`src/rtl/amt_pkg.sv`:
```
// Shared types and constants for the transformed bounding box block.
`default_nettype none
package amt_pkg;

  localparam int FIELD_W     = 32;
  localparam int MAT_W       = 32;
  localparam int CFG_W       = 64;
  localparam int CFG_IDX_W   = 4;
  localparam int NUM_REGS    = 8;
  localparam int NUM_AXES    = 3;
  localparam int NUM_COLS    = 4;
  // Headroom above the coordinate width for three products plus the translation term.
  localparam int ACC_GUARD   = 34;

  typedef enum logic [CFG_IDX_W-1:0] {
    REG_R1_C12 = 4'd0,
    REG_R1_C34 = 4'd1,
    REG_R2_C12 = 4'd2,
    REG_R2_C34 = 4'd3,
    REG_R3_C12 = 4'd4,
    REG_R3_C34 = 4'd5,
    REG_R4_C12 = 4'd6,
    REG_R4_C34 = 4'd7
  } cfg_reg_t;

  typedef struct packed {
    logic signed [FIELD_W-1:0] in_min_x;
    logic signed [FIELD_W-1:0] in_min_y;
    logic signed [FIELD_W-1:0] in_min_z;
    logic signed [FIELD_W-1:0] in_max_x;
    logic signed [FIELD_W-1:0] in_max_y;
    logic signed [FIELD_W-1:0] in_max_z;
  } box_t;

  typedef struct packed {
    logic signed [FIELD_W-1:0] out_min_x;
    logic signed [FIELD_W-1:0] out_min_y;
    logic signed [FIELD_W-1:0] out_min_z;
    logic signed [FIELD_W-1:0] out_max_x;
    logic signed [FIELD_W-1:0] out_max_y;
    logic signed [FIELD_W-1:0] out_max_z;
    logic                      divide_fault;
  } res_t;

  typedef struct packed {
    logic last;
    logic skip;
  } corner_tag_t;

endpackage
`default_nettype wire

```
`src/rtl/amt_box_queue.sv`:
```
// Front end: accepts boxes, sizes coordinates to COORD_BITS, holds them in a two-entry queue.
`default_nettype none
module amt_box_queue #(
  parameter int COORD_BITS = 32
) (
  input  wire logic                         clk,
  input  wire logic                         rst_n,
  input  wire logic                         push_valid,
  output logic                              push_ready,
  input  wire amt_pkg::box_t                push_data,
  output logic                              head_valid,
  input  wire logic                         pop,
  output logic signed [COORD_BITS-1:0]      head_lo [amt_pkg::NUM_AXES],
  output logic signed [COORD_BITS-1:0]      head_hi [amt_pkg::NUM_AXES]
);

  localparam int EW = 2 * amt_pkg::NUM_AXES * COORD_BITS;

  logic [EW-1:0] mem_r [2];
  logic          wr_ptr_r;
  logic          rd_ptr_r;
  logic [1:0]    count_r;
  logic [EW-1:0] entry;
  logic [EW-1:0] head;
  logic          push;

  function automatic logic signed [COORD_BITS-1:0] to_coord(input logic [31:0] f);
    logic signed [63:0] e;
    e = {{32{f[31]}}, f};
    return e[COORD_BITS-1:0];
  endfunction

  assign entry = {to_coord(push_data.in_max_z), to_coord(push_data.in_max_y),
                  to_coord(push_data.in_max_x), to_coord(push_data.in_min_z),
                  to_coord(push_data.in_min_y), to_coord(push_data.in_min_x)};

  assign push_ready = (count_r != 2'd2);
  assign push       = push_valid && push_ready;
  assign head_valid = (count_r != 2'd0);
  assign head       = mem_r[rd_ptr_r];

  always_comb begin
    for (int j = 0; j < amt_pkg::NUM_AXES; j++) begin
      head_lo[j] = head[j*COORD_BITS +: COORD_BITS];
      head_hi[j] = head[(j+amt_pkg::NUM_AXES)*COORD_BITS +: COORD_BITS];
    end
  end

  always_ff @(posedge clk) begin
    if (push) begin
      mem_r[wr_ptr_r] <= entry;
    end
  end

  always_ff @(posedge clk) begin
    if (!rst_n) begin
      wr_ptr_r <= 1'b0;
      rd_ptr_r <= 1'b0;
      count_r  <= 2'd0;
    end else begin
      if (push) begin
        wr_ptr_r <= ~wr_ptr_r;
      end
      if (pop) begin
        rd_ptr_r <= ~rd_ptr_r;
      end
      count_r <= count_r + 2'(push) - 2'(pop);
    end
  end

endmodule
`default_nettype wire

```
`config.mk`:
```
export PLATFORM = sky130hd
export DESIGN_NAME = amt_box_queue
export DESIGN_NICKNAME = d
export VERILOG_FILES = /design/src/rtl/amt_pkg.sv /design/src/rtl/amt_box_queue.sv
export SDC_FILE = /design/constraint.sdc
export NUM_CORES = 1
export LEC_CHECK = 0
export BUFFER_PORTS_ARGS = -buffer_cell sky130_fd_sc_hd__clkbuf_2
export CAP_MARGIN = 20
export CELL_PAD_IN_SITES_DETAIL_PLACEMENT = 1
export CELL_PAD_IN_SITES_GLOBAL_PLACEMENT = 2
export CORE_ASPECT_RATIO = 1.1
export CORE_MARGIN = 4
export CORE_UTILIZATION = 41
export CTS_CLUSTER_DIAMETER = 80
export DETAILED_ROUTE_END_ITERATION = 7
export PLACE_DENSITY_LB_ADDON = 0.12
export RECOVER_POWER = 100
export SKIP_LAST_GASP = 1
export SYNTH_ARGS = -nofsm -noshare
export SYNTH_HDL_FRONTEND = slang
export SYNTH_SLANG_ARGS = --single-unit
export TNS_END_PERCENT = 30
```
`constraint.sdc`:
```
create_clock -name clk -period 10.4 [get_ports clk]
set_clock_uncertainty 0.05 [all_clocks]
set_input_delay 0.52 -clock clk [delete_from_list [all_inputs] [get_ports clk]]
set_output_delay 0.52 -clock clk [all_outputs]
set_load 0.02 [all_outputs]
```
==> results of run 1 <==
## registers in the layout, indices dropped and copies added (netlist names), named ones only
register,count
rd_ptr_r,1
mem_r,384
count_r,2
wr_ptr_r,1
## final cells by class
cell class	instances	area, µm²	area share, %
Tap cell	438	548	3.15
Antenna cell	2	5.00	0.0287
Multi-Input combinational cell	213	2320	13.3
Inverter	2	15.0	0.0862
Clock buffer	56	1170	6.71
Sequential cell	389	11600	66.8
Clock inverter	14	166	0.956
Timing Repair Buffer	394	1560	8.94
## report_power, final
part | internal [W] | leakage [nW] | switching (W)
Combinational | 0.000161 | 1.44 | 0.000338
Sequential | 0.00189 | 3.63 | 0.0000333
Clock | 0.000881 | 0.648 | 0.000562
## worst max-delay path: cells and delay by family (launching register included)
kind                   cells  cell delay, ns
buffers and inverters      1            3.13
and+or+nand+nor            2            2.11
DFF                        1            0.38
## cells by family (layout without fill, tap and decap cells)
group	after synthesis	in the layout	synth area share, %
other	0	2	0
AO/OA/AOI/OAI	5	5	0.317
flip-flops	389	389	82.0
buffers and inverters	23	466	1.68
XOR/XNOR	2	2	0.123
multiplexers	193	193	15.3
adder cells (fa/ha/maj)	1	1	0.0882
AND/OR/NAND/NOR	12	12	0.529
## per-stage QoR
stage                     utilization (%)  power, W
after floorplan                         -   0.00230
after global placement               48.3   0.00248
after detailed placement             48.3   0.00250
after CTS                            52.2   0.00395
after global routing                 50.9   0.00404
final                                50.9   0.00387
## how the worst min path moves through the flow
stage	from	depth (start not counted)	slack (ns)	end
floorplan	wr_ptr_r$_SDFFE_PN0P_	2	0.48	wr_ptr_r$_SDFFE_PN0P_
global placement	rd_ptr_r$_SDFFE_PN0P_	2	0.52	flip-flop
detailed placement	rd_ptr_r$_SDFFE_PN0P_	2	0.51	flip-flop
CTS	push_data[11]	1	0.09	mem_r[1][171]$_DFFE_PP_
global route	push_data[100]	1	0.09	mem_r[0][68]$_DFFE_PP_
finish	push_data[186]	1	0.13	mem_r[1][26]$_DFFE_PP_
## layer usage
layer / track usage [%] / vias up / part of all wire [%]
met3: 5.84 / 49 / 8.9
met1: 17.7 / 3616 / 36
met5: 0 / - / 0.13
met4: 4.80 / 6 / 2.3
met2: 28.8 / 263 / 53
li1: - / 3334 / -
## synth_stat cells, types with 2 or more instances
cell | n | area, µm²
buf_6 | 20 | 225
edfxtp_1 | 384 | 11500
nand2_1 | 2 | 7.51
mux2_2 | 192 | 2160
nand3b_1 | 2 | 15.0
inv_1 | 2 | 7.51
dfxtp_1 | 5 | 100
and2_1 | 3 | 18.8
==> impl_metrics.py, run 1 <==
metrics = {
    "timing": {
        "hold_ws_ns": 0.128,
        "finalSetupTns_ns": 0,
        "setup_ws_ns": 4.11,
        "slew_headroom_pct": -188,
        "finalCriticalPeriod_ns": 6.29,
        "fmax_mhz": 159,
        "rsz0062_at_grt": "no",
        "maxSlewViolCount": 305,
        "hold_viol": 0,
        "setup_viol": 0,
        "worst_pin_slew_ns": 4.33,
        "fin_crit_sh_pct": 60.5,
    },
    "cts": {
        "clockBufferDepth": 3,
        "post_cts_resized": 0,
        "cts_sinks": 389,
        "cts_root_buf": "clkbuf_16",
        "path_clk_slew_ns": 0.06,
        "postCtsSetupRepairBufs": 0,
        "postCtsHoldBufs": 0,
        "numCtsBuffers": 42,
        "cts_tree": "yes",
        "clk_latency_ns": 0.53,
        "htree_levels": 2,
    },
    "finish": {
        "nets": 1239,
        "area_delta_synth_final_pct": 22.7,
        "mostFrequentLayoutCell": "edfxtp_1",
        "fin_cells": 1508,
        "layout.cells.most_common_list": "384 x edfxtp_1, 347 x clkbuf_1, 184 x mux2_2, 56 x clkbuf_2, 45 x clkbuf_16",
        "fin_area_um2": 17400,
        "fillers": 3285,
        "final_layout_size_suffix_gt1_share_pct": 28.1,
    },
    "worst_setup_path": {
        "rrSetupSlack_ns": 4.11,
        "cp-endpoint": "mem_r[1][125]$_DFFE_PP_",
        "crit_required_ns": 10.38,
        "start_kind": "flip-flop",
        "path_max_fanout": 74,
        "crit_slowest_cell": "clkbuf_1",
        "path_class": "flip-flop to flip-flop",
        "end_kind": "flip-flop",
        "startpoint": "count_r[0]$_SDFF_PN0_",
        "reg2regPathDepth": 3,
        "worst-endpoint-arrival_ns": 6.27,
        "r2r_start": "count_r[0]$_SDFF_PN0_",
        "max_stage_delay_ns": 3.13,
        "r2r_end": "mem_r[1][125]$_DFFE_PP_",
        "path_cells": "nand2b_1, and3_1, clkbuf_1",
    },
    "route": {
        "avgRoutedWirePerCell_um": 20.9,
        "drt_wl_total_mm": 31.6,
        "vias": 7268,
        "via_per_inst": 4.82,
        "firstDrtPassIters": 4,
        "drt_iter0_markers": 380,
        "drc": 0,
        "antenna_left": 0,
    },
    "placed_design": {
        "dp_cells": 1436,
        "place_congestion": 0.724,
        "dpl_worst_slack_ns": 7.34,
        "numPortBuffers": 389,
        "dpl_cell_area_um2": 16500,
        "hpwl_mm": 21.0,
    },
    "floorplan": {
        "initial_core_util_pct": 41.5,
        "core-area_um2": 34200,
        "die_x_um": 185,
        "fp-row-count": 71,
        "io_pins": 390,
        "die_height_um": 203,
        "dieArea_um2": 37700,
    },
    "logic_synthesis": {
        "synth_cells": 625,
        "syn_area_um2": 14200,
        "avgSynthCellArea_um2": 22.7,
        "synth_edf_count": 384,
        "synthArstFlopShare_pct": 0,
        "synth.distinct_cells": 23,
        "synth_seq_cells": 389,
        "synth_top_flop_cell": "edfxtp_1",
        "yosysWarningCount": 0,
        "syn_nets": 822,
        "yosysSeqAreaShare_pct": 82.0,
    },
    "pwr": {
        "p_leak_nw": 5.71,
        "power_density_nw_per_um2": 222,
        "peakVddDrop_v": 0.000144,
    },
    "global_route": {
        "grt_pass1_vias": 7936,
        "grt_overflow_total": 0,
        "track_usage_pct": 16.0,
        "grt_pass1_wl_mm": 45.8,
        "grt_start_max_net_pins": 129,
        "grt_antenna_before_repair": 5,
    },
    "flow_run": {
        "drv_cap": 5,
    },
    "status": {
        "violations": "capacitance limit, slew limit",
        "status": "finished, violations left",
    },
    "min_path": {
        "hold_class": "input pin to flip-flop",
    },
}
(Power assumes the default switching activity.)
==> inputs of run 2 (changes only) <==
--- a/config.mk
+++ b/config.mk
@@ -5,13 +5,14 @@
 export SDC_FILE = /design/constraint.sdc
 export NUM_CORES = 1
 export LEC_CHECK = 0
+export ABC_AREA = 1
 export BUFFER_PORTS_ARGS = -buffer_cell sky130_fd_sc_hd__clkbuf_2
 export CAP_MARGIN = 20
 export CELL_PAD_IN_SITES_DETAIL_PLACEMENT = 1
 export CELL_PAD_IN_SITES_GLOBAL_PLACEMENT = 2
 export CORE_ASPECT_RATIO = 1.1
 export CORE_MARGIN = 4
-export CORE_UTILIZATION = 41
+export CORE_UTILIZATION = 34
 export CTS_CLUSTER_DIAMETER = 80
 export DETAILED_ROUTE_END_ITERATION = 7
 export PLACE_DENSITY_LB_ADDON = 0.12
==> constraint.sdc (replaced) <==
create_clock -name clk -period 5.3 [get_ports clk]
set_clock_uncertainty 0.05 [all_clocks]
set_input_delay 0.265 -clock clk [delete_from_list [all_inputs] [get_ports clk]]
set_output_delay 0.265 -clock clk [all_outputs]
set_load 0.02 [all_outputs]
==> impl_metrics.py, run 2 <==
metrics = {
    "placed_design": {
        "hpwl_mm": 21.7,
        "dpl_cell_area_um2": 16700,
        "dpl_worst_slack_ns": 2.68,
        "place_congestion": 0.698,
        "numPortBuffers": 389,
    },
    "worst_setup_path": {
        "crit_required_ns": 5.41,
        "worst-endpoint-arrival_ns": 3.82,
        "reg2regPathDepth": 6,
        "path_class": "flip-flop to flip-flop",
        "end_kind": "flip-flop",
        "path_max_fanout": 33,
        "rrSetupSlack_ns": 1.59,
        "start_kind": "flip-flop",
        "r2r_end": "mem_r[1][140]$_DFFE_PP_",
        "r2r_start": "count_r[0]$_SDFF_PN0_",
    },
    "timing": {
        "hold_ws_ns": 0.133,
        "fin_crit_sh_pct": 70.1,
        "rsz0062_at_grt": "no",
        "finalSetupTns_ns": 0,
        "slew_headroom_pct": -106,
        "maxSlewViolCount": 355,
        "finalCriticalPeriod_ns": 3.71,
        "fmax_mhz": 269,
        "setup_viol": 0,
        "hold_viol": 0,
        "worst_pin_slew_ns": 3.10,
        "setup_ws_ns": 1.59,
    },
    "finish": {
        "largest_reg_flops": 384,
        "num_antenna_cells": 0,
        "mostFrequentLayoutCell": "edfxtp_1",
        "postLayoutCoreUtil_pct": 47.1,
        "reg_top3": "mem_r (384), count_r (2)",
        "final_layout_size_suffix_gt1_share_pct": 25.1,
        "area_delta_synth_final_pct": 37.2,
        "top_register": "mem_r",
        "fin_area_um2": 19400,
        "layout.cells.most_common_list": "384 x edfxtp_1, 311 x clkbuf_1, 194 x dlygate4sd3_1, 170 x mux2_2, 97 x clkbuf_2",
        "nets": 1441,
    },
    "cts": {
        "htree_levels": 2,
        "postCtsSetupRepairBufs": 0,
        "cts_sinks": 389,
        "cts_tree": "yes",
        "numCtsBuffers": 41,
        "path_clk_slew_ns": 0.06,
        "clockBufferDepth": 3,
        "cts_root_buf": "clkbuf_16",
        "clk_latency_ns": 0.53,
    },
    "route": {
        "drt_wl_total_mm": 34.1,
        "drt_iter0_markers": 280,
        "vias": 8013,
        "antenna_left": 0,
        "firstDrtPassIters": 4,
        "via_per_inst": 4.37,
        "avgRoutedWirePerCell_um": 18.6,
        "drc": 0,
    },
    "floorplan": {
        "initial_core_util_pct": 34.3,
        "die_x_um": 202,
        "io_pins": 390,
        "die_height_um": 222,
        "core-area_um2": 41200,
        "dieArea_um2": 44900,
        "fp-row-count": 78,
    },
    "logic_synthesis": {
        "syn_area_um2": 14100,
        "synthTopCellsByCount": "384 x edfxtp_1, 192 x mux2_2, 20 x buf_6",
        "synth_top_area_share_pct": 81.5,
        "synth_seq_cells": 389,
        "yosysWarningCount": 0,
        "synth_edf_count": 384,
        "synth.distinct_cells": 12,
        "synth_top_flop_cell": "edfxtp_1",
        "syn_nets": 827,
        "synth_area_leaders": "edfxtp_1 82%, mux2_2 15%, buf_6 1.6%",
        "synthArstFlopShare_pct": 0,
        "synth_cells": 630,
        "yosysSeqAreaShare_pct": 82.2,
        "synth_top_cell_by_area": "edfxtp_1",
        "yosysMostFrequentCell": "edfxtp_1",
        "avgSynthCellArea_um2": 22.5,
    },
    "pwr": {
        "p_leak_nw": 6.60,
        "power_density_nw_per_um2": 381,
        "peakVddDrop_v": 0.000239,
    },
    "global_route": {
        "grt_pass1_vias": 8900,
        "track_usage_pct": 15.0,
        "grt_pass1_wl_mm": 51.9,
        "grt_overflow_total": 0,
        "grt_antenna_before_repair": 2,
        "grt_start_max_net_pins": 102,
    },
    "flow_run": {
        "drv_cap": 6,
    },
    "status": {
        "status": "finished, violations left",
        "violations": "capacitance limit, slew limit",
    },
    "min_path": {
        "min_path_cells": 5,
        "hold_class": "input pin to flip-flop",
        "hold_end": "wr_ptr_r$_SDFFE_PN0P_",
        "hold_start": "push_valid",
    },
}
## run 2: metal layers
metal	track usage (%)	routed length, µm
met5	0	23
met4	4.73	787
met3	5.03	2500
met2	26.0	17400
met1	17.5	13400
## run 2: final cells by class
class	count	area (µm²)
clock inverter	19	133
sequential	389	11600
fill	4152	21800
tap	560	701
timing repair buffer	592	3590
multi-input combinational	215	2260
inverter	5	18.8
clock buffer	53	1070
## run 2: worst max-delay path by stage
stage / start / endpoint
6_report: count_r[0]$_SDFF_PN0_ / mem_r[1][140]$_DFFE_PP_
5_1_grt: count_r[0]$_SDFF_PN0_ / mem_r[0][68]$_DFFE_PP_
4_1_cts: flip-flop / head_lo[3]
3_5_place_dp: count_r[0]$_SDFF_PN0_ / mem_r[1][131]$_DFFE_PP_
3_3_place_gp: count_r[0]$_SDFF_PN0_ / mem_r[1][139]$_DFFE_PP_
2_1_floorplan: count_r[0]$_SDFF_PN0_ / mem_r[1][0]$_DFFE_PP_
## run 2: power by group
part	internal, W	switching [W]
Clock	0.00151	0.00110
Combinational	0.000375	0.000653
Sequential	0.00370	0.0000561
Total	0.00559	0.00181
## run 2: critical path: stages (launching register included)
cell and delay, ns:
dfxtp_1 0.33, inv_1 0.05, nand2_1 0.07, nand2_1 0.15, nor2_1 0.31, clkbuf_1 1.42, clkbuf_2 0.93
## run 2: kinds of logic after synthesis
family | after synthesis | share of synthesized area, %
multiplexers | 192 | 15.3
flip-flops | 389 | 82.2
adder cells (fa/ha/maj) | 1 | 0.0884
AO/OA/AOI/OAI | 1 | 0.0353
XOR/XNOR | 1 | 0.0619
buffers and inverters | 26 | 1.76
AND/OR/NAND/NOR | 20 | 0.540
## run 2: metrics by stage
stage	power (W)	instances
after floorplan	0.00444	630
after global placement	0.00479	1566
after detailed placement	0.00481	1566
after CTS	0.00760	1832
after global routing	0.00776	1833
final	0.00740	1833
## run 2: timing repair
| item | 4_1_cts | 5_1_grt |
|---|---|---|
| resized for setup | 0 | 0 |
| hold buffers | 194 | 0 |
| setup endpoints to repair | 0 | 0 |
| endpoints found under the hold margin | 389 | 0 |
==> inputs of run 3 (changes only) <==
==> constraint.sdc (replaced) <==
create_clock -name clk -period 3 [get_ports clk]
set_clock_uncertainty 0.05 [all_clocks]
set_input_delay 0.15 -clock clk [delete_from_list [all_inputs] [get_ports clk]]
set_output_delay 0.15 -clock clk [all_outputs]
set_load 0.02 [all_outputs]
==> impl_metrics.py, run 3 (synthesis gave the netlist of run 2 again) <==
metrics = {
    "pwr": {
        "seqPwrFrac_pct": 50.3,
        "peakVddDrop_v": 0.000400,
        "intPower_w": 0.00993,
        "p_leak_nw": 6.58,
        "p_switching_w": 0.00323,
        "power_density_nw_per_um2": 674,
        "clkPwrFrac_pct": 35.7,
        "swShare_pct": 24.5,
        "combPwrFrac_pct": 14.0,
    },
    "min_path": {
        "min_path_cells": 2,
        "hold_class": "input pin to flip-flop",
    },
    "worst_setup_path": {
        "path_max_fanout": 25,
        "crit_cells": 3,
        "r2r_end": "mem_r[1][104]$_DFFE_PP_",
        "r2r_start": "count_r[0]$_SDFF_PN0_",
        "crit_buf_inv": 2,
        "crit_required_ns": 2.80,
        "path_class": "flip-flop to output port",
        "crit_family": "buffers and inverters",
        "cp-endpoint": "head_lo[80]",
        "end_kind": "output port",
        "crit_slowest_cell": "clkbuf_2",
        "max_stage_delay_ns": 0.62,
        "worst-endpoint-arrival_ns": 2.39,
        "path_cells": "clkbuf_2, mux2_2, clkbuf_1",
        "reg2regPathDepth": 5,
        "start_kind": "flip-flop",
        "rrSetupSlack_ns": 0.64,
    },
    "timing": {
        "worst_pin_slew_ns": 1.25,
        "finalSetupTns_ns": 0,
        "maxSlewViolCount": 0,
        "hold_viol": 0,
        "fmax_mhz": 387,
        "setup_viol": 0,
        "finalCriticalPeriod_ns": 2.59,
        "fin_crit_sh_pct": 86.2,
        "setup_ws_ns": 0.414,
        "rsz0062_at_grt": "no",
        "slew_headroom_pct": 16.7,
    },
    "route": {
        "avgRoutedWirePerCell_um": 18.7,
        "antenna_left": 0,
        "drt_iter0_markers": 336,
        "via_per_inst": 4.37,
        "drt_wl_total_mm": 34.6,
        "drc": 0,
        "firstDrtPassIters": 4,
        "vias": 8063,
    },
    "finish": {
        "largest_reg_flops": 384,
        "fillers": 4191,
        "final_layout_size_suffix_gt1_share_pct": 24.7,
        "mostFrequentLayoutCell": "edfxtp_1",
        "multi_input_area_um2": 2280,
        "nets": 1446,
        "reg_top3": "mem_r (384), count_r (2)",
        "area_delta_synth_final_pct": 37.9,
        "layout.cells.most_common_list": "384 x edfxtp_1, 333 x clkbuf_1, 195 x dlygate4sd3_1, 184 x mux2_2, 73 x clkbuf_2",
        "regArea_um2": 11600,
        "fin_area_um2": 19500,
        "top_register": "mem_r",
        "fin_cells": 1843,
    },
    "cts": {
        "path_clk_slew_ns": 0.06,
        "cts_sinks": 389,
        "postCtsHoldBufs": 195,
        "cts_root_buf": "clkbuf_16",
        "htree_levels": 2,
        "clockBufferDepth": 3,
        "cts_tree": "yes",
        "postCtsSetupRepairBufs": 0,
        "post_cts_resized": 0,
        "numCtsBuffers": 43,
        "clk_latency_ns": 0.54,
    },
    "floorplan": {
        "fp-row-count": 78,
        "die_height_um": 222,
        "dieArea_um2": 44900,
        "io_pins": 390,
        "die_x_um": 202,
        "core-area_um2": 41200,
        "initial_core_util_pct": 34.3,
    },
    "global_route": {
        "grt_pass1_vias": 8808,
        "track_usage_pct": 15.1,
        "grt_overflow_total": 0,
        "grt_pass1_wl_mm": 52.4,
        "grt_antenna_before_repair": 4,
        "grt_start_max_net_pins": 113,
    },
    "placed_design": {
        "hpwl_mm": 22.6,
        "place_congestion": 0.707,
        "dp_cells": 1569,
        "dpl_cell_area_um2": 16800,
        "dpl_worst_slack_ns": 1.18,
        "numPortBuffers": 389,
    },
    "status": {
        "status": "finished, final reports clean",
    },
    "flow_run": {
        "drv_cap": 0,
    },
}
run 3: final cells by class:
type	count	share of cell area, %
antenna	4	0.0513
clock buffer	61	6.08
clock inverter	14	0.295
inverter	5	0.0962
multi-input combinational	215	11.7
sequential	389	59.6
tap	560	3.59
timing repair buffer	595	18.6
run 3: worst min path at each step:
| stage | end | start |
|---|---|---|
| final | mem_r[1][134]$_DFFE_PP_ | push_data[38] |
| after global routing | mem_r[1][134]$_DFFE_PP_ | push_data[38] |
| after CTS | mem_r[1][0]$_DFFE_PP_ | push_data[160] |
| after detailed placement | mem_r[1][170]$_DFFE_PP_ | push_data[10] |
| after global placement | mem_r[1][29]$_DFFE_PP_ | push_data[189] |
| after floorplan | count_r[0]$_SDFF_PN0_ | rst_n |
run 3: metrics by stage:
stage                     total power, W  hold slack, ns  utilization [%]
final                             0.0132           0.285             47.4
after CTS                         0.0135           0.230             48.5
after global placement           0.00851           0.289             40.7
after detailed placement         0.00853           0.293             40.7
after global routing              0.0138           0.257             47.4
after floorplan                  0.00782           0.193                -
run 3: power groups by stage:
stage	Sequential [W]	Clock (W)	Combinational, W
after floorplan	0.00673	0	0.00109
after global placement	0.00672	0	0.00180
after detailed placement	0.00673	0	0.00180
after CTS	0.00662	0.00489	0.00203
after global routing	0.00666	0.00513	0.00200
final	0.00662	0.00469	0.00184
run 3: metal layers:
metal	part of all wire, %	wire (µm)	up-vias	global-route usage [%]
met4	2.3	800	0	4.29
met2	50	17200	261	25.5
met3	7.7	2650	57	5.66
met1	40	13900	3993	18.2
met5	0	0	-	0
li1	-	-	3752	-
