File: config.mk
export PLATFORM = sky130hd
export DESIGN_NAME = amt_reduce
export DESIGN_NICKNAME = d
export VERILOG_FILES = /design/src/rtl/amt_pkg.sv /design/src/rtl/amt_reduce.sv
export SDC_FILE = /design/constraint.sdc
export NUM_CORES = 1
export LEC_CHECK = 0
export BUFFER_PORTS_ARGS = -buffer_cell sky130_fd_sc_hd__buf_4
export CORE_UTILIZATION = 50
export CTS_BUF_LIST = sky130_fd_sc_hd__clkbuf_8
export DETAILED_ROUTE_END_ITERATION = 16
export GPL_TIMING_DRIVEN = 1
export HOLD_SLACK_MARGIN = 0.12
export PLACE_DENSITY = 0.7
export SYNTH_ARGS = -nofsm -noshare
export SYNTH_HDL_FRONTEND = slang
export SYNTH_SLANG_ARGS = --single-unit
File: constraint.sdc
create_clock -name clk -period 18.02 [get_ports clk]
set_clock_uncertainty 0.1 [all_clocks]
set_input_delay 5.406 -clock clk [delete_from_list [all_inputs] [get_ports clk]]
set_output_delay 5.406 -clock clk [all_outputs]
set_load 0.05 [all_outputs]
File: src/rtl/amt_pkg.sv
// Shared types and constants for the transformed bounding box block.
`default_nettype none
package amt_pkg;

  localparam int FIELD_W     = 32;
  localparam int MAT_W       = 32;
  localparam int CFG_W       = 64;
  localparam int CFG_IDX_W   = 4;
  localparam int NUM_REGS    = 8;
  localparam int NUM_AXES    = 3;
  localparam int NUM_COLS    = 4;
  // Headroom above the coordinate width for three products plus the translation term.
  localparam int ACC_GUARD   = 34;

  typedef enum logic [CFG_IDX_W-1:0] {
    REG_R1_C12 = 4'd0,
    REG_R1_C34 = 4'd1,
    REG_R2_C12 = 4'd2,
    REG_R2_C34 = 4'd3,
    REG_R3_C12 = 4'd4,
    REG_R3_C34 = 4'd5,
    REG_R4_C12 = 4'd6,
    REG_R4_C34 = 4'd7
  } cfg_reg_t;

  typedef struct packed {
    logic signed [FIELD_W-1:0] in_min_x;
    logic signed [FIELD_W-1:0] in_min_y;
    logic signed [FIELD_W-1:0] in_min_z;
    logic signed [FIELD_W-1:0] in_max_x;
    logic signed [FIELD_W-1:0] in_max_y;
    logic signed [FIELD_W-1:0] in_max_z;
  } box_t;

  typedef struct packed {
    logic signed [FIELD_W-1:0] out_min_x;
    logic signed [FIELD_W-1:0] out_min_y;
    logic signed [FIELD_W-1:0] out_min_z;
    logic signed [FIELD_W-1:0] out_max_x;
    logic signed [FIELD_W-1:0] out_max_y;
    logic signed [FIELD_W-1:0] out_max_z;
    logic                      divide_fault;
  } res_t;

  typedef struct packed {
    logic last;
    logic skip;
  } corner_tag_t;

endpackage
`default_nettype wire

File: src/rtl/amt_reduce.sv
// Back end tail: saturation, per-axis min and max over a box's corners, and the result register.
`default_nettype none
module amt_reduce #(
  parameter int COORD_BITS = 32
) (
  input  wire logic                        clk,
  input  wire logic                        rst_n,
  output logic                             en,
  input  wire logic                        in_valid,
  input  wire amt_pkg::corner_tag_t        in_tag,
  input  wire logic [COORD_BITS-1:0]       quo [amt_pkg::NUM_AXES],
  input  wire logic                        ovf [amt_pkg::NUM_AXES],
  input  wire logic                        qneg [amt_pkg::NUM_AXES],
  output logic                             res_valid,
  input  wire logic                        res_ready,
  output amt_pkg::res_t                    res_data
);

  localparam logic signed [COORD_BITS-1:0] SMAX = {1'b0, {(COORD_BITS-1){1'b1}}};
  localparam logic signed [COORD_BITS-1:0] SMIN = {1'b1, {(COORD_BITS-1){1'b0}}};

  logic                          any_r, fault_r, res_valid_r;
  logic signed [COORD_BITS-1:0]  mn_r [amt_pkg::NUM_AXES];
  logic signed [COORD_BITS-1:0]  mx_r [amt_pkg::NUM_AXES];
  amt_pkg::res_t                 res_r;
  logic signed [COORD_BITS-1:0]  val [amt_pkg::NUM_AXES];
  logic signed [COORD_BITS-1:0]  mn_nxt [amt_pkg::NUM_AXES];
  logic signed [COORD_BITS-1:0]  mx_nxt [amt_pkg::NUM_AXES];
  logic                          keep, any_nxt, fault_nxt;
  logic [31:0]                   fmn [amt_pkg::NUM_AXES];
  logic [31:0]                   fmx [amt_pkg::NUM_AXES];

  function automatic logic [31:0] to_field(input logic signed [COORD_BITS-1:0] v);
    logic signed [63:0] e;
    e = 64'(v);
    return e[31:0];
  endfunction

  assign en        = !res_valid_r || res_ready;
  assign keep      = in_valid && !in_tag.skip;
  assign any_nxt   = any_r || keep;
  assign fault_nxt = fault_r || (in_valid && in_tag.skip);

  always_comb begin
    for (int l = 0; l < amt_pkg::NUM_AXES; l++) begin
      if (qneg[l]) begin
        val[l] = (ovf[l] || (quo[l] > {1'b1, {(COORD_BITS-1){1'b0}}}))
               ? SMIN : COORD_BITS'(-$signed(quo[l]));
      end else begin
        val[l] = (ovf[l] || quo[l][COORD_BITS-1]) ? SMAX : $signed(quo[l]);
      end
      mn_nxt[l] = (keep && (!any_r || (val[l] < mn_r[l]))) ? val[l] : mn_r[l];
      mx_nxt[l] = (keep && (!any_r || (mx_r[l] < val[l]))) ? val[l] : mx_r[l];
      fmn[l]    = any_nxt ? to_field(mn_nxt[l]) : '0;
      fmx[l]    = any_nxt ? to_field(mx_nxt[l]) : '0;
    end
  end

  always_ff @(posedge clk) begin
    if (!rst_n) begin
      any_r       <= 1'b0;
      fault_r     <= 1'b0;
      res_valid_r <= 1'b0;
    end else begin
      if (res_ready) begin
        res_valid_r <= 1'b0;
      end
      if (en && in_valid) begin
        if (in_tag.last) begin
          any_r       <= 1'b0;
          fault_r     <= 1'b0;
          res_valid_r <= 1'b1;
        end else begin
          any_r   <= any_nxt;
          fault_r <= fault_nxt;
        end
      end
    end
  end

  always_ff @(posedge clk) begin
    if (en && in_valid) begin
      mn_r <= mn_nxt;
      mx_r <= mx_nxt;
      if (in_tag.last) begin
        res_r.out_min_x    <= fmn[0];
        res_r.out_min_y    <= fmn[1];
        res_r.out_min_z    <= fmn[2];
        res_r.out_max_x    <= fmx[0];
        res_r.out_max_y    <= fmx[1];
        res_r.out_max_z    <= fmx[2];
        res_r.divide_fault <= fault_nxt;
      end
    end
  end

  assign res_valid = res_valid_r;
  assign res_data  = res_r;

endmodule
`default_nettype wire

==> results of run 1 <==
==> synthesized netlist by cell type (all sizes together), types with 16 or more instances <==
| master | number |
|---|---|
| o21ai | 90 |
| o311ai | 38 |
| o211ai | 17 |
| inv | 192 |
| nand2b | 17 |
| edfxtp | 385 |
| nand4 | 32 |
| nor2 | 92 |
| clkbuf | 79 |
| or3 | 33 |
| a211oi | 16 |
| a22o | 127 |
| a21o | 46 |
| nand2 | 177 |
| mux2i | 39 |
| a211o | 41 |
| a311o | 17 |
| ha | 153 |
| mux2 | 93 |
| nand3 | 33 |
| o31ai | 16 |
| nor4 | 34 |
| a21oi | 157 |
| buf | 57 |
| or2 | 23 |
| nor3 | 68 |
| o22ai | 56 |
==> state kept, by name, indices dropped and copies added (netlist names) <==
register / flops
fault_r: 1
mx_r: 96
res_valid: 1
mn_r: 96
any_r: 1
res_data: 193
==> layout make-up <==
type / count / area [µm²]
Fill cell: 4156 / 19800
Multi-Input combinational cell: 1634 / 12000
Sequential cell: 388 / 11600
Timing Repair Buffer: 350 / 2630
Clock buffer: 72 / 991
Tap cell: 664 / 831
Inverter: 193 / 732
Clock inverter: 56 / 385
==> worst min path at each step <==
stage	start	cells after the start	end
6_report	fault_r	1	res_data[0]
4_1_cts	fault_r	1	res_data[0]
3_5_place_dp	fault_r	1	res_data[0]
5_1_grt	fault_r	1	res_data[0]
2_1_floorplan	fault_r	2	fault_r
3_3_place_gp	fault_r	2	fault_r
==> critical path, delay by kind of cell <==
family,cells,cell delay [ns]
AOI/OAI and AO/OA,8,2.30
adders and majority gates,2,0.61
buffers and inverters,4,0.96
and+or+nand+nor,7,3.06
==> logic make-up after synthesis <==
kind of cell / Yosys count
AO/OA/AOI/OAI: 734
multiplexers: 132
AND/OR/NAND/NOR: 586
XOR/XNOR: 19
adder cells (fa/ha/maj): 163
flip-flops: 388
buffers and inverters: 329
==> through the flow <==
step | util [%] | worst slack [ns] | power, W | area (µm²)
2_1_floorplan | - | 2.68 | 0.00163 | 25000
3_3_place_gp | 56.8 | 5.51 | 0.00184 | 27800
3_5_place_dp | 56.8 | 5.39 | 0.00185 | 27800
4_1_cts | 59.6 | 6.10 | 0.00270 | 29200
5_1_grt | 59.6 | 5.35 | 0.00281 | 29200
6_report | 59.6 | 5.92 | 0.00269 | 29200
==> routing by layer <==
metal  up-vias  wire length [µm]  track usage (%)
li1       9730                 -                -
met1     10377             34300             43.5
met2      1028             34600             45.9
met3       148              7310             6.87
met4         4              1910             9.50
met5         -                26                0
==> power by group through the flow <==
stage | Combinational [W] | Clock, W | Sequential, W
6_report | 0.000691 | 0.000842 | 0.00116
5_1_grt | 0.000744 | 0.000894 | 0.00117
4_1_cts | 0.000683 | 0.000859 | 0.00116
3_5_place_dp | 0.000679 | 0 | 0.00118
3_3_place_gp | 0.000666 | 0 | 0.00117
2_1_floorplan | 0.000378 | 0 | 0.00126
==> implementation parameters, run 1 <==
Parameter                              Value

Critical path
  Slowest cell on crit path    sky130_fd_sc_hd__o311ai_0
  Maximum single-stage delay on the critical path    1.11 ns
  Required time at the worst-slack endpoint    ~18 ns
  Data arrival time of the critical path    12.36 ns
  Launching element of the worst setup path    quo[64]
  Startpoint types    primary input
  Max FO, Critical Path    35
  Capture point of the worst reg-to-reg path    mx_r[19]
  Crit-path cells    buf_4 > inv_1 > ha_1 > nor2b_1 > nand4_1 > nor4_4 > or2_2 > nand2_1 > o311ai_0 > inv_1 > ha_1 > a21o_1 > a211oi_1 > o21ai_0 > o211ai_1 > nand4b_1 > o21ai_0 > o21ai_0 > nor3_2 > buf_4 > o22ai_1
  Nature of the critical path endpoint    flop
  Reg2Reg Depth    5
  Kind of critical path    in -> reg
  Crit-path most repeated cell    sky130_fd_sc_hd__o21ai_0
  Endpoint of the most critical setup path    mx_r[78]
  Launching point of the worst reg2reg path    any_r
  R2R Setup Slk    between 10 and 15 ns

Power
  Total power density per cell area    92.2 nW/µm²
  Sequential group share of total power    43.1%
  Lkg Pwr    11.9 nW
  Net Sw Power    0.000885 W
  Maximum VDD drop    0.0000600 V
  Share of total power consumed by net switching    32.9%
  Design internal power    0.00181 W
  Share of power burned in combinational logic    25.7%
  Part of the total power dissipated in the clock network    31.3%

Placement
  DP HPWL    about 56 mm
  RD Place Congestion    between 0.9 and 1
  Number of buffer cells added on primary ports    302
  Placed Instances    about 3.2k

Detailed routing
  Final ANT Viol Nets    0
  1st-pass router iterations    6
  Post-DR vias/cell    6.34
  DRC    0
  Total length of routed wires    between 70 and 80 mm
  DRC marker count from the first detailed-route iteration    2334
  Via count    21.3k
  Average routed wire per standard cell    23.3 µm

Cells and area
  Commonest cells after routing, fill and taps aside    sky130_fd_sc_hd__edfxtp_1 (385), sky130_fd_sc_hd__buf_4 (350), sky130_fd_sc_hd__inv_1 (209), sky130_fd_sc_hd__nand2_1 (177), sky130_fd_sc_hd__ha_1 (153)
  Final #Nets    2899
  Number of antenna diodes    0
  Most common cell after layout, fill and taps aside    sky130_fd_sc_hd__edfxtp_1
  Post-Layout Cell Count    3357
  Share of layout cells above drive strength 1    22.1%
  Synth-to-layout area growth    17.1%

Synth
  Prevailing post-synth register cell    sky130_fd_sc_hd__edfxtp_1
  Dominant combinational cell family by area after synthesis    compound AO/OA/AOI/OAI gates
  Fraction of registers with async set or reset after synthesis    0%
  FF+latch count, synth    388
  Seq/Total Area, Yosys    46.6%
  Number of nets in the synthesized netlist    2612
  Most area-consuming cells after synthesis    sky130_fd_sc_hd__edfxtp_1 (46%), sky130_fd_sc_hd__ha_1 (7.7%), sky130_fd_sc_hd__a22o_1 (4.5%)
  Cell area after synthesis    25000 µm²
  Post-synthesis compound-gate area fraction    21.4%
  Share of the synthesized area in the top cell type    a little under half
  Multiplexer fraction of the synthesized cell area    5.88%
  Avg Synthesized Cell Area    10.6 µm²
  Library cell with the largest summed area after synthesis    sky130_fd_sc_hd__edfxtp_1
  Adder-cell area share of the yosys netlist    8.07%
  Count of different cell masters after synthesis    93
  Post-Synth XOR/XNOR Area    0.667%
  Number of instances in the synthesized netlist    2351
  Total of warnings raised by yosys    0
  Simple-gate portion of the synthesized area    12.0%
  Post-synth EDFFs    a little under 400

STA
  Min Hold Slack    between 0.4 and 0.5 ns
  RSZ-0062 raised after global routing    no
  Final hold violations    0
  Number of max-slew violations in the final report    0
  Sum Neg Setup Slack    0 ns
  Finish-stage setup viols    0
  Tmin final    12.10 ns
  Share of the cycle needed by the critical path after routing    67.1%
  Slew @ Worst Pin    around 1.3 ns
  Timing-limited maximum frequency    82.7 MHz
  Remaining max-slew budget at the tightest pin    about 15%

Clocking
  # clock sinks    388
  Bufs on Longest Clock Path    3
  CTS tree    built
  Number of buffers added for setup after CTS    0
  Clock transition at the registers of the reported paths    0.06 ns
  Insertion delay to the later sink of the worst-skew pair    about 0.66 ns
  Cts bufs inserted    71
  PostCTS Resize Cnt    0
  CTS HTree Levels    3
  Hold_buf cts    0
  Clock tree root buffer cell    sky130_fd_sc_hd__clkbuf_8

Floorplanning
  Total die area    50800 µm²
  I/O pin count    303
  Standard-cell row count    81
  Initial core utilization    50.9%
  Chip height    225 µm
  Width of the die    225 µm
  Floorplan core area    a little under 50000 µm²

Status
  Status    complete, no violations

Global routing
  Vias in the first global route    20.3k
  Number of antenna violations at the first check in global routing    3
  Global-route usage over all layers    30.5%
  Largest net degree at the start of global routing    between 100 and 150
  Wire length of the first global-routing pass    119 mm
  GRT overflow    0

Hold path
  Path category of the worst min-delay check    reg -> reg

Run
  Maxcap violations    0
Power figures use the tool's default switching activity.
==> run 2, diff against run 1 <==
--- a/config.mk
+++ b/config.mk
@@ -5,6 +5,7 @@
 export SDC_FILE = /design/constraint.sdc
 export NUM_CORES = 1
 export LEC_CHECK = 0
+export ABC_AREA = 1
 export BUFFER_PORTS_ARGS = -buffer_cell sky130_fd_sc_hd__buf_4
 export CORE_UTILIZATION = 50
 export CTS_BUF_LIST = sky130_fd_sc_hd__clkbuf_8
==> constraint.sdc (replaced) <==
create_clock -name clk -period 11.6 [get_ports clk]
set_clock_uncertainty 0.1 [all_clocks]
set_input_delay 3.48 -clock clk [delete_from_list [all_inputs] [get_ports clk]]
set_output_delay 3.48 -clock clk [all_outputs]
set_load 0.05 [all_outputs]
==> run 2 against run 1 <==
Sequential power up 50%. Count of clock-buffer cells in the layout up 3. Power up 43%. Non-clock buffer count down 38. Die area down 1.2%. Setup slack worse by 3.4 ns. Global-route usage down 2.8 points. Final cell count up 20%. Sequential share of layout area up 0.85 points. Critical path type unchanged. Critical endpoint is now res_data[22]. Largest power group unchanged.
==> implementation parameters, run 2 <==
Parameter                              Value

Clocking
  Bufs on Longest Clock Path    3 (unchanged)
  Clock transition at the registers of the reported paths    0.06 ns (about the same)
  Hold_buf cts    0 (unchanged)
  CTS HTree Levels    3 (unchanged)
  PostCTS Resize Cnt    0 (unchanged)
  Number of buffers added for setup after CTS    0 (unchanged)
  Clock tree root buffer cell    sky130_fd_sc_hd__clkbuf_8
  Insertion delay to the later sink of the worst-skew pair    0.64 ns (-0.02 ns)
  CTS tree    built
  Cts bufs inserted    71 (unchanged)
  # clock sinks    388 (unchanged)

Critical path
  Max FO, Critical Path    33 (-5.7%)
  Largest delay contributor family on the critical path    simple AND/OR/NAND/NOR gates
  Nature of the critical path endpoint    flop
  Slowest cell on crit path    sky130_fd_sc_hd__nand2_2
  Buf/Inv on CP    3 (-1)
  Required time at the worst-slack endpoint    11.83 ns (-6.45 ns)
  Kind of critical path    in -> reg
  Maximum single-stage delay on the critical path    1.01 ns (-0.10 ns)
  Data arrival time of the critical path    9.33 ns (-3.03 ns)
  Crit-path most repeated cell    sky130_fd_sc_hd__nand2_1
  Startpoint types    primary input

Global routing
  Global-route usage over all layers    27.7% (-2.8 points)
  Number of antenna violations at the first check in global routing    0 (-3)
  Largest net degree at the start of global routing    160 (+28%)
  Wire length of the first global-routing pass    109 mm (-8.4%)
  GRT overflow    0 (unchanged)
  Vias in the first global route    20.5k (+0.66%)

Run
  Maxcap violations    0 (unchanged)

Hold path
  Path category of the worst min-delay check    reg -> reg

Detailed routing
  Post-DR vias/cell    5.30 (-16%)
  Average routed wire per standard cell    17.5 µm (-25%)
  Final ANT Viol Nets    0 (unchanged)
  Total length of routed wires    70.4 mm (-9.8%)
  DRC marker count from the first detailed-route iteration    1690 (-28%)
  Via count    21.3k (+0.066%)
  1st-pass router iterations    5 (-1)
  DRC    0 (unchanged)

Floorplanning
  I/O pin count    303 (unchanged)
  Width of the die    224 µm (-0.59%)
  Standard-cell row count    81 (unchanged)
  Chip height    224 µm (-0.59%)
  Floorplan core area    48700 µm² (-0.62%)
  Initial core utilization    50.6% (-0.30 points)
  Total die area    50200 µm² (-1.2%)

STA
  Finish-stage setup viols    0 (unchanged)
  Share of the cycle needed by the critical path after routing    78.4%
  Timing-limited maximum frequency    110 MHz
  Sum Neg Setup Slack    0 ns (unchanged)
  Min Hold Slack    0.448 ns (+0.0164 ns)
  Tmin final    between 9 and 10 ns
  Number of max-slew violations in the final report    0 (unchanged)
  Slew @ Worst Pin    1.13 ns (-0.133 ns)
  Remaining max-slew budget at the tightest pin    24.5% (+9.7 points)
  Final hold violations    0 (unchanged)
  RSZ-0062 raised after global routing    no

Cells and area
  FF+latch area    11600 µm² (about the same)
  Multi-input gate area in the final layout    10200 µm² (-15%)
  Number of fillers in the final layout    4403 (+5.9%)
  Most common cell after layout, fill and taps aside    sky130_fd_sc_hd__nand2_1
  Flip-flop count of the largest register after layout    193 (unchanged)
  Final #Nets    3571 (+23%)
  Commonest cells after routing, fill and taps aside    sky130_fd_sc_hd__nand2_1 (713), sky130_fd_sc_hd__inv_1 (644), sky130_fd_sc_hd__edfxtp_1 (385), sky130_fd_sc_hd__nor2_1 (316), sky130_fd_sc_hd__buf_4 (310)
  Design Area, Final    28600 µm² (-2.1%)
  Synth-to-layout area growth    16.0%
  Share of layout cells above drive strength 1    13.4% (-8.8 points)

Synth
  Most area-consuming cells after synthesis    sky130_fd_sc_hd__edfxtp_1 (47%), sky130_fd_sc_hd__nand2_1 (11%), sky130_fd_sc_hd__inv_1 (9.5%)
  Most frequently used cell type in the post-synthesis netlist    sky130_fd_sc_hd__nand2_1
  FF+latch count, synth    388 (unchanged)
  Number of instances in the synthesized netlist    3023 (+29%)
  Library cell with the largest summed area after synthesis    sky130_fd_sc_hd__edfxtp_1
  Total of warnings raised by yosys    0 (unchanged)
  Count of different cell masters after synthesis    50 (-46%)
  Avg Synthesized Cell Area    8.16 µm² (-23%)
  Seq/Total Area, Yosys    47.1% (+0.56 points)
  Prevailing post-synth register cell    sky130_fd_sc_hd__edfxtp_1
  Most common library cells after synthesis    sky130_fd_sc_hd__nand2_1 (713), sky130_fd_sc_hd__inv_1 (624), sky130_fd_sc_hd__edfxtp_1 (385)
  Share of the synthesized area in the top cell type    46.9% (+0.56 points)
  Post-synth EDFFs    385 (unchanged)
  Fraction of registers with async set or reset after synthesis    0% (unchanged)
  Number of nets in the synthesized netlist    3284 (+26%)
  Cell area after synthesis    24700 µm² (-1.2%)

Placement
  Number of buffer cells added on primary ports    302 (unchanged)
  DP HPWL    49.7 mm (-12%)
  Placed inst area    27400 µm² (-1.7%)
  RD Place Congestion    0.945 (-2.3%)

Power
  Maximum VDD drop    0.0000770 V (+28%)
  Lkg Pwr    14.4 nW (+21%)
  Total power density per cell area    135 nW/µm² (+46%)

Status
  Status    complete, no violations
run 2: stage by stage:
stage	setup WS, ns	total power [W]	instances	util, %
6_report	2.51	0.00386	4021	58.7
5_1_grt	2.10	0.00406	4020	58.7
3_5_place_dp	2.00	0.00269	3901	56.1
2_1_floorplan	1.33	0.00240	3023	-
4_1_cts	2.66	0.00389	4020	58.7
3_3_place_gp	2.13	0.00267	3901	56.1
run 2: worst paths after layout:
path,to,slack (ns),from,cells after the start
max,res_data[22],2.51,quo[1],25
min,fault_r,0.45,fault_r,2
max reg2reg,res_data[22],7.32,mx_r[19],15
min reg2reg,fault_r,0.45,fault_r,2
run 2: cell families after synthesis:
group                    Yosys count  synth area share, %
XOR/XNOR                          58                 2.06
flip-flops                       388                 47.1
AND/OR/NAND/NOR                 1423                 24.6
AO/OA/AOI/OAI                    276                 6.79
adder cells (fa/ha/maj)          153                 7.76
buffers and inverters            725                 11.7
run 2: routing by layer:
metal	global-route usage, %	vias to the layer above	part of all wire [%]	wire length (µm)
li1	-	10370	-	-
met1	37.1	10004	43	30600
met2	44.3	799	46	32700
met3	4.94	128	6.9	4840
met4	11.5	0	3.2	2250
met5	0	-	0	0
run 2: worst reg2reg max path: stages (launching register included):
cell	delay, ns
sky130_fd_sc_hd__edfxtp_1	0.39
sky130_fd_sc_hd__ha_1	0.32
sky130_fd_sc_hd__nand2_1	0.07
sky130_fd_sc_hd__inv_1	0.05
sky130_fd_sc_hd__a221oi_1	0.34
sky130_fd_sc_hd__o221ai_1	0.23
sky130_fd_sc_hd__a21oi_1	0.16
sky130_fd_sc_hd__o21ai_0	0.10
sky130_fd_sc_hd__inv_1	0.09
sky130_fd_sc_hd__nand2_1	0.05
sky130_fd_sc_hd__nand2_1	0.06
sky130_fd_sc_hd__nand3_2	0.69
sky130_fd_sc_hd__nand2_2	1.02
sky130_fd_sc_hd__nand2_1	0.14
sky130_fd_sc_hd__nand2_1	0.13
sky130_fd_sc_hd__nor2_1	0.05
run 2: cell type report:
| cell class | count | share of cell area (%) |
|---|---|---|
| Clock inverter | 44 | 0.718 |
| Tap cell | 664 | 2.91 |
| Clock buffer | 75 | 3.61 |
| Sequential cell | 388 | 40.6 |
| Timing Repair Buffer | 312 | 8.28 |
| Multi-Input combinational cell | 1910 | 35.6 |
| Inverter | 627 | 8.23 |
| Antenna cell | 1 | 0.00875 |
run 2: where the power goes:
part	total, W	internal (W)	leakage, nW	switching, W
clock	0.00119	0.000614	0.713	0.000573
combinational	0.000930	0.000282	9.93	0.000647
sequential	0.00174	0.00169	3.71	0.0000522
total	0.00386	0.00258	14.4	0.00127
==> run 3, diff against run 2 <==
==> constraint.sdc (replaced) <==
create_clock -name clk -period 8.85 [get_ports clk]
set_clock_uncertainty 0.1 [all_clocks]
set_input_delay 2.655 -clock clk [delete_from_list [all_inputs] [get_ports clk]]
set_output_delay 2.655 -clock clk [all_outputs]
set_load 0.05 [all_outputs]
==> run 3 against run 2 <==
Utilization is 0.27 points higher. Clock power is 33% higher. Register-to-register slack lost 1.8 ns. Setup slack got worse by 0.85 ns. Count of clock-buffer cells in the layout fell by 4. Routed wire length grew 0.72%. Cell area up 0.47%. Worst hold slack worse by 0.0026 ns. Largest cell class unchanged. Highest routed layer unchanged.
==> implementation parameters, run 3 (synthesis gave the netlist of run 2 again) <==
Parameter                              Value

Placement
  Number of buffer cells added on primary ports    302 (unchanged)
  RD Place Congestion    0.930 (-1.6%)
  DP HPWL    50.4 mm (+1.4%)
  Placed inst area    27500 µm² (+0.47%)
  Placed Instances    3918 (+0.44%)

Critical path
  Startpoint types    primary input
  Kind of critical path    in -> reg
  R2R Setup Slk    5.50 ns (-1.82 ns)
  Nature of the critical path endpoint    flop
  Reg2Reg Depth    15 (unchanged)
  Required time at the worst-slack endpoint    9.08 ns (-2.75 ns)
  Capture point of the worst reg-to-reg path    res_data[50]
  Buf/Inv on CP    5 (+2)
  Largest delay contributor family on the critical path    simple AND/OR/NAND/NOR gates
  Slowest cell on crit path    sky130_fd_sc_hd__nand2_2
  Data arrival time of the critical path    7.43 ns (-1.90 ns)
  Crit-path most repeated cell    sky130_fd_sc_hd__nand2_1
  Maximum single-stage delay on the critical path    0.60 ns (-0.41 ns)
  Max FO, Critical Path    32 (-3.0%)
  Launching point of the worst reg2reg path    mx_r[51]

STA
  Number of max-slew violations in the final report    0 (unchanged)
  Min Hold Slack    0.445 ns (-0.00258 ns)
  Remaining max-slew budget at the tightest pin    21.6% (-3.0 points)
  RSZ-0062 raised after global routing    no
  Timing-limited maximum frequency    139 MHz
  Share of the cycle needed by the critical path after routing    81.3%
  Final hold violations    0 (unchanged)
  Finish-stage setup viols    0 (unchanged)
  Slew @ Worst Pin    1.18 ns (+0.0471 ns)
  Tmin final    7.19 ns

Floorplanning
  Chip height    224 µm (unchanged)
  I/O pin count    303 (unchanged)
  Floorplan core area    48700 µm² (unchanged)
  Standard-cell row count    81 (unchanged)
  Total die area    50200 µm² (unchanged)
  Width of the die    224 µm (unchanged)
  Initial core utilization    50.6% (unchanged)

Global routing
  GRT overflow    0 (unchanged)
  M1 GR Usage    37.9% (+0.86 points)
  Vias in the first global route    20.5k (+0.098%)
  Wire length of the first global-routing pass    110 mm (+0.65%)
  Met2 GRT Util    45.2% (+0.86 points)
  Gr busiest metal    met2
  Global-route usage over all layers    28.0% (+0.24 points)
  Routing usage on met3    4.45% (-0.50 points)
  Largest net degree at the start of global routing    169 (+5.6%)
  Number of antenna violations at the first check in global routing    0 (unchanged)

Clocking
  Clock tree root buffer cell    sky130_fd_sc_hd__clkbuf_8
  CTS tree    built
  Bufs on Longest Clock Path    3 (unchanged)
  Clock transition at the registers of the reported paths    0.06 ns (about the same)
  Hold_buf cts    0 (unchanged)
  CTS HTree Levels    3 (unchanged)
  Number of buffers added for setup after CTS    0 (unchanged)
  PostCTS Resize Cnt    0 (unchanged)
  Insertion delay to the later sink of the worst-skew pair    0.64 ns (about the same)
  Cts bufs inserted    69 (-2.8%)
  # clock sinks    388 (unchanged)

Detailed routing
  Via count    21.5k (+0.74%)
  DRC marker count from the first detailed-route iteration    1631 (-3.5%)
  1st-pass router iterations    6 (+1)
  Total length of routed wires    70.9 mm (+0.72%)
  Average routed wire per standard cell    17.6 µm (+0.30%)
  Final ANT Viol Nets    0 (unchanged)
  Post-DR vias/cell    5.31 (+0.32%)
  DRC    0 (unchanged)

Cells and area
  Commonest cells after routing, fill and taps aside    sky130_fd_sc_hd__nand2_1 (713), sky130_fd_sc_hd__inv_1 (640), sky130_fd_sc_hd__edfxtp_1 (385), sky130_fd_sc_hd__buf_4 (328), sky130_fd_sc_hd__nor2_1 (315)
  FF+latch area    11600 µm² (unchanged)
  Design Area, Final    28700 µm² (+0.47%)
  Most common cell after layout, fill and taps aside    sky130_fd_sc_hd__nand2_1
  Multi-input gate area in the final layout    10200 µm² (about the same)
  Synth-to-layout area growth    16.5%
  Number of fillers in the final layout    4433 (+0.68%)
  Final #Nets    3586 (+0.42%)
  Share of layout cells above drive strength 1    14.0% (+0.58 points)
  Post-Layout Cell Count    4038 (+0.42%)
  Flip-flop count of the largest register after layout    193 (unchanged)

Power
  Lkg Pwr    14.4 nW (+0.33%)
  Total power density per cell area    177 nW/µm² (+31%)
  Maximum VDD drop    0.0000992 V (+29%)

Status
  Status    complete, no violations

Run
  Maxcap violations    0 (unchanged)

Hold path
  Hold path cells    2 (unchanged)
  Worst Min Path Start    fault_r
  Path category of the worst min-delay check    reg -> reg
  Worst-case hold path end point    fault_r
-- run 3: cell count changes in the layout (fill, tap and decap cells not counted) --
| cell | change |
|---|---|
| sky130_fd_sc_hd__nor2_4 | +1 |
| sky130_fd_sc_hd__buf_4 | +18 |
| sky130_fd_sc_hd__clkbuf_8 | -4 |
| sky130_fd_sc_hd__bufinv_16 | +1 |
| sky130_fd_sc_hd__inv_6 | +1 |
| sky130_fd_sc_hd__buf_12 | -1 |
| sky130_fd_sc_hd__inv_1 | -4 |
| sky130_fd_sc_hd__nor2_1 | -1 |
| sky130_fd_sc_hd__clkinv_2 | +1 |
| sky130_fd_sc_hd__clkinvlp_4 | +5 |
-- run 3: layout make-up --
cell class                      count  area share (%)
Sequential cell                   388            40.4
Inverter                          627            8.21
Timing Repair Buffer              329            8.64
Clock buffer                       71            3.40
Antenna cell                        1         0.00871
Multi-Input combinational cell   1910            35.5
Clock inverter                     48           0.928
Tap cell                          664            2.89
-- run 3: stage by stage --
stage	util, %	power, W	TNS (ns)	setup slack [ns]
2_1_floorplan	-	0.00314	-107.04	-0.552
3_3_place_gp	56.4	0.00350	0	1.14
5_1_grt	58.9	0.00534	0	1.16
6_report	58.9	0.00508	0	1.66
4_1_cts	58.9	0.00512	0	1.78
3_5_place_dp	56.4	0.00353	0	1.09
-- run 3: worst max path at each step --
stage               startpoint       endpoint  slack [ns]  cells after the start
global placement       quo[64]  res_data[184]        1.14                     29
CTS                    quo[34]   res_data[50]        1.78                     31
global route           quo[64]  res_data[184]        1.16                     29
floorplan            res_ready    res_data[0]       -0.55                      4
detailed placement     quo[34]   res_data[50]        1.09                     31
finish                 quo[34]   res_data[50]        1.66                     31
-- run 3: worst min-delay path: stages, from the launching register on --
cell	delay (ns)
sky130_fd_sc_hd__dfxtp_1	0.33
sky130_fd_sc_hd__o21ai_0	0.09
sky130_fd_sc_hd__nor2_1	0.09
-- run 3: metal layers --
metal / vias up / part of all wire, %
li1: 10417 / -
met1: 10066 / 44
met2: 870 / 47
met3: 106 / 7.2
met4: 0 / 2.7
met5: - / 0
-- run 3: power breakdown --
| part | total [W] | switching (W) | internal [W] |
|---|---|---|---|
| clock | 0.00158 | 0.000773 | 0.000803 |
| sequential | 0.00228 | 0.0000668 | 0.00221 |
| combinational | 0.00123 | 0.000854 | 0.000376 |
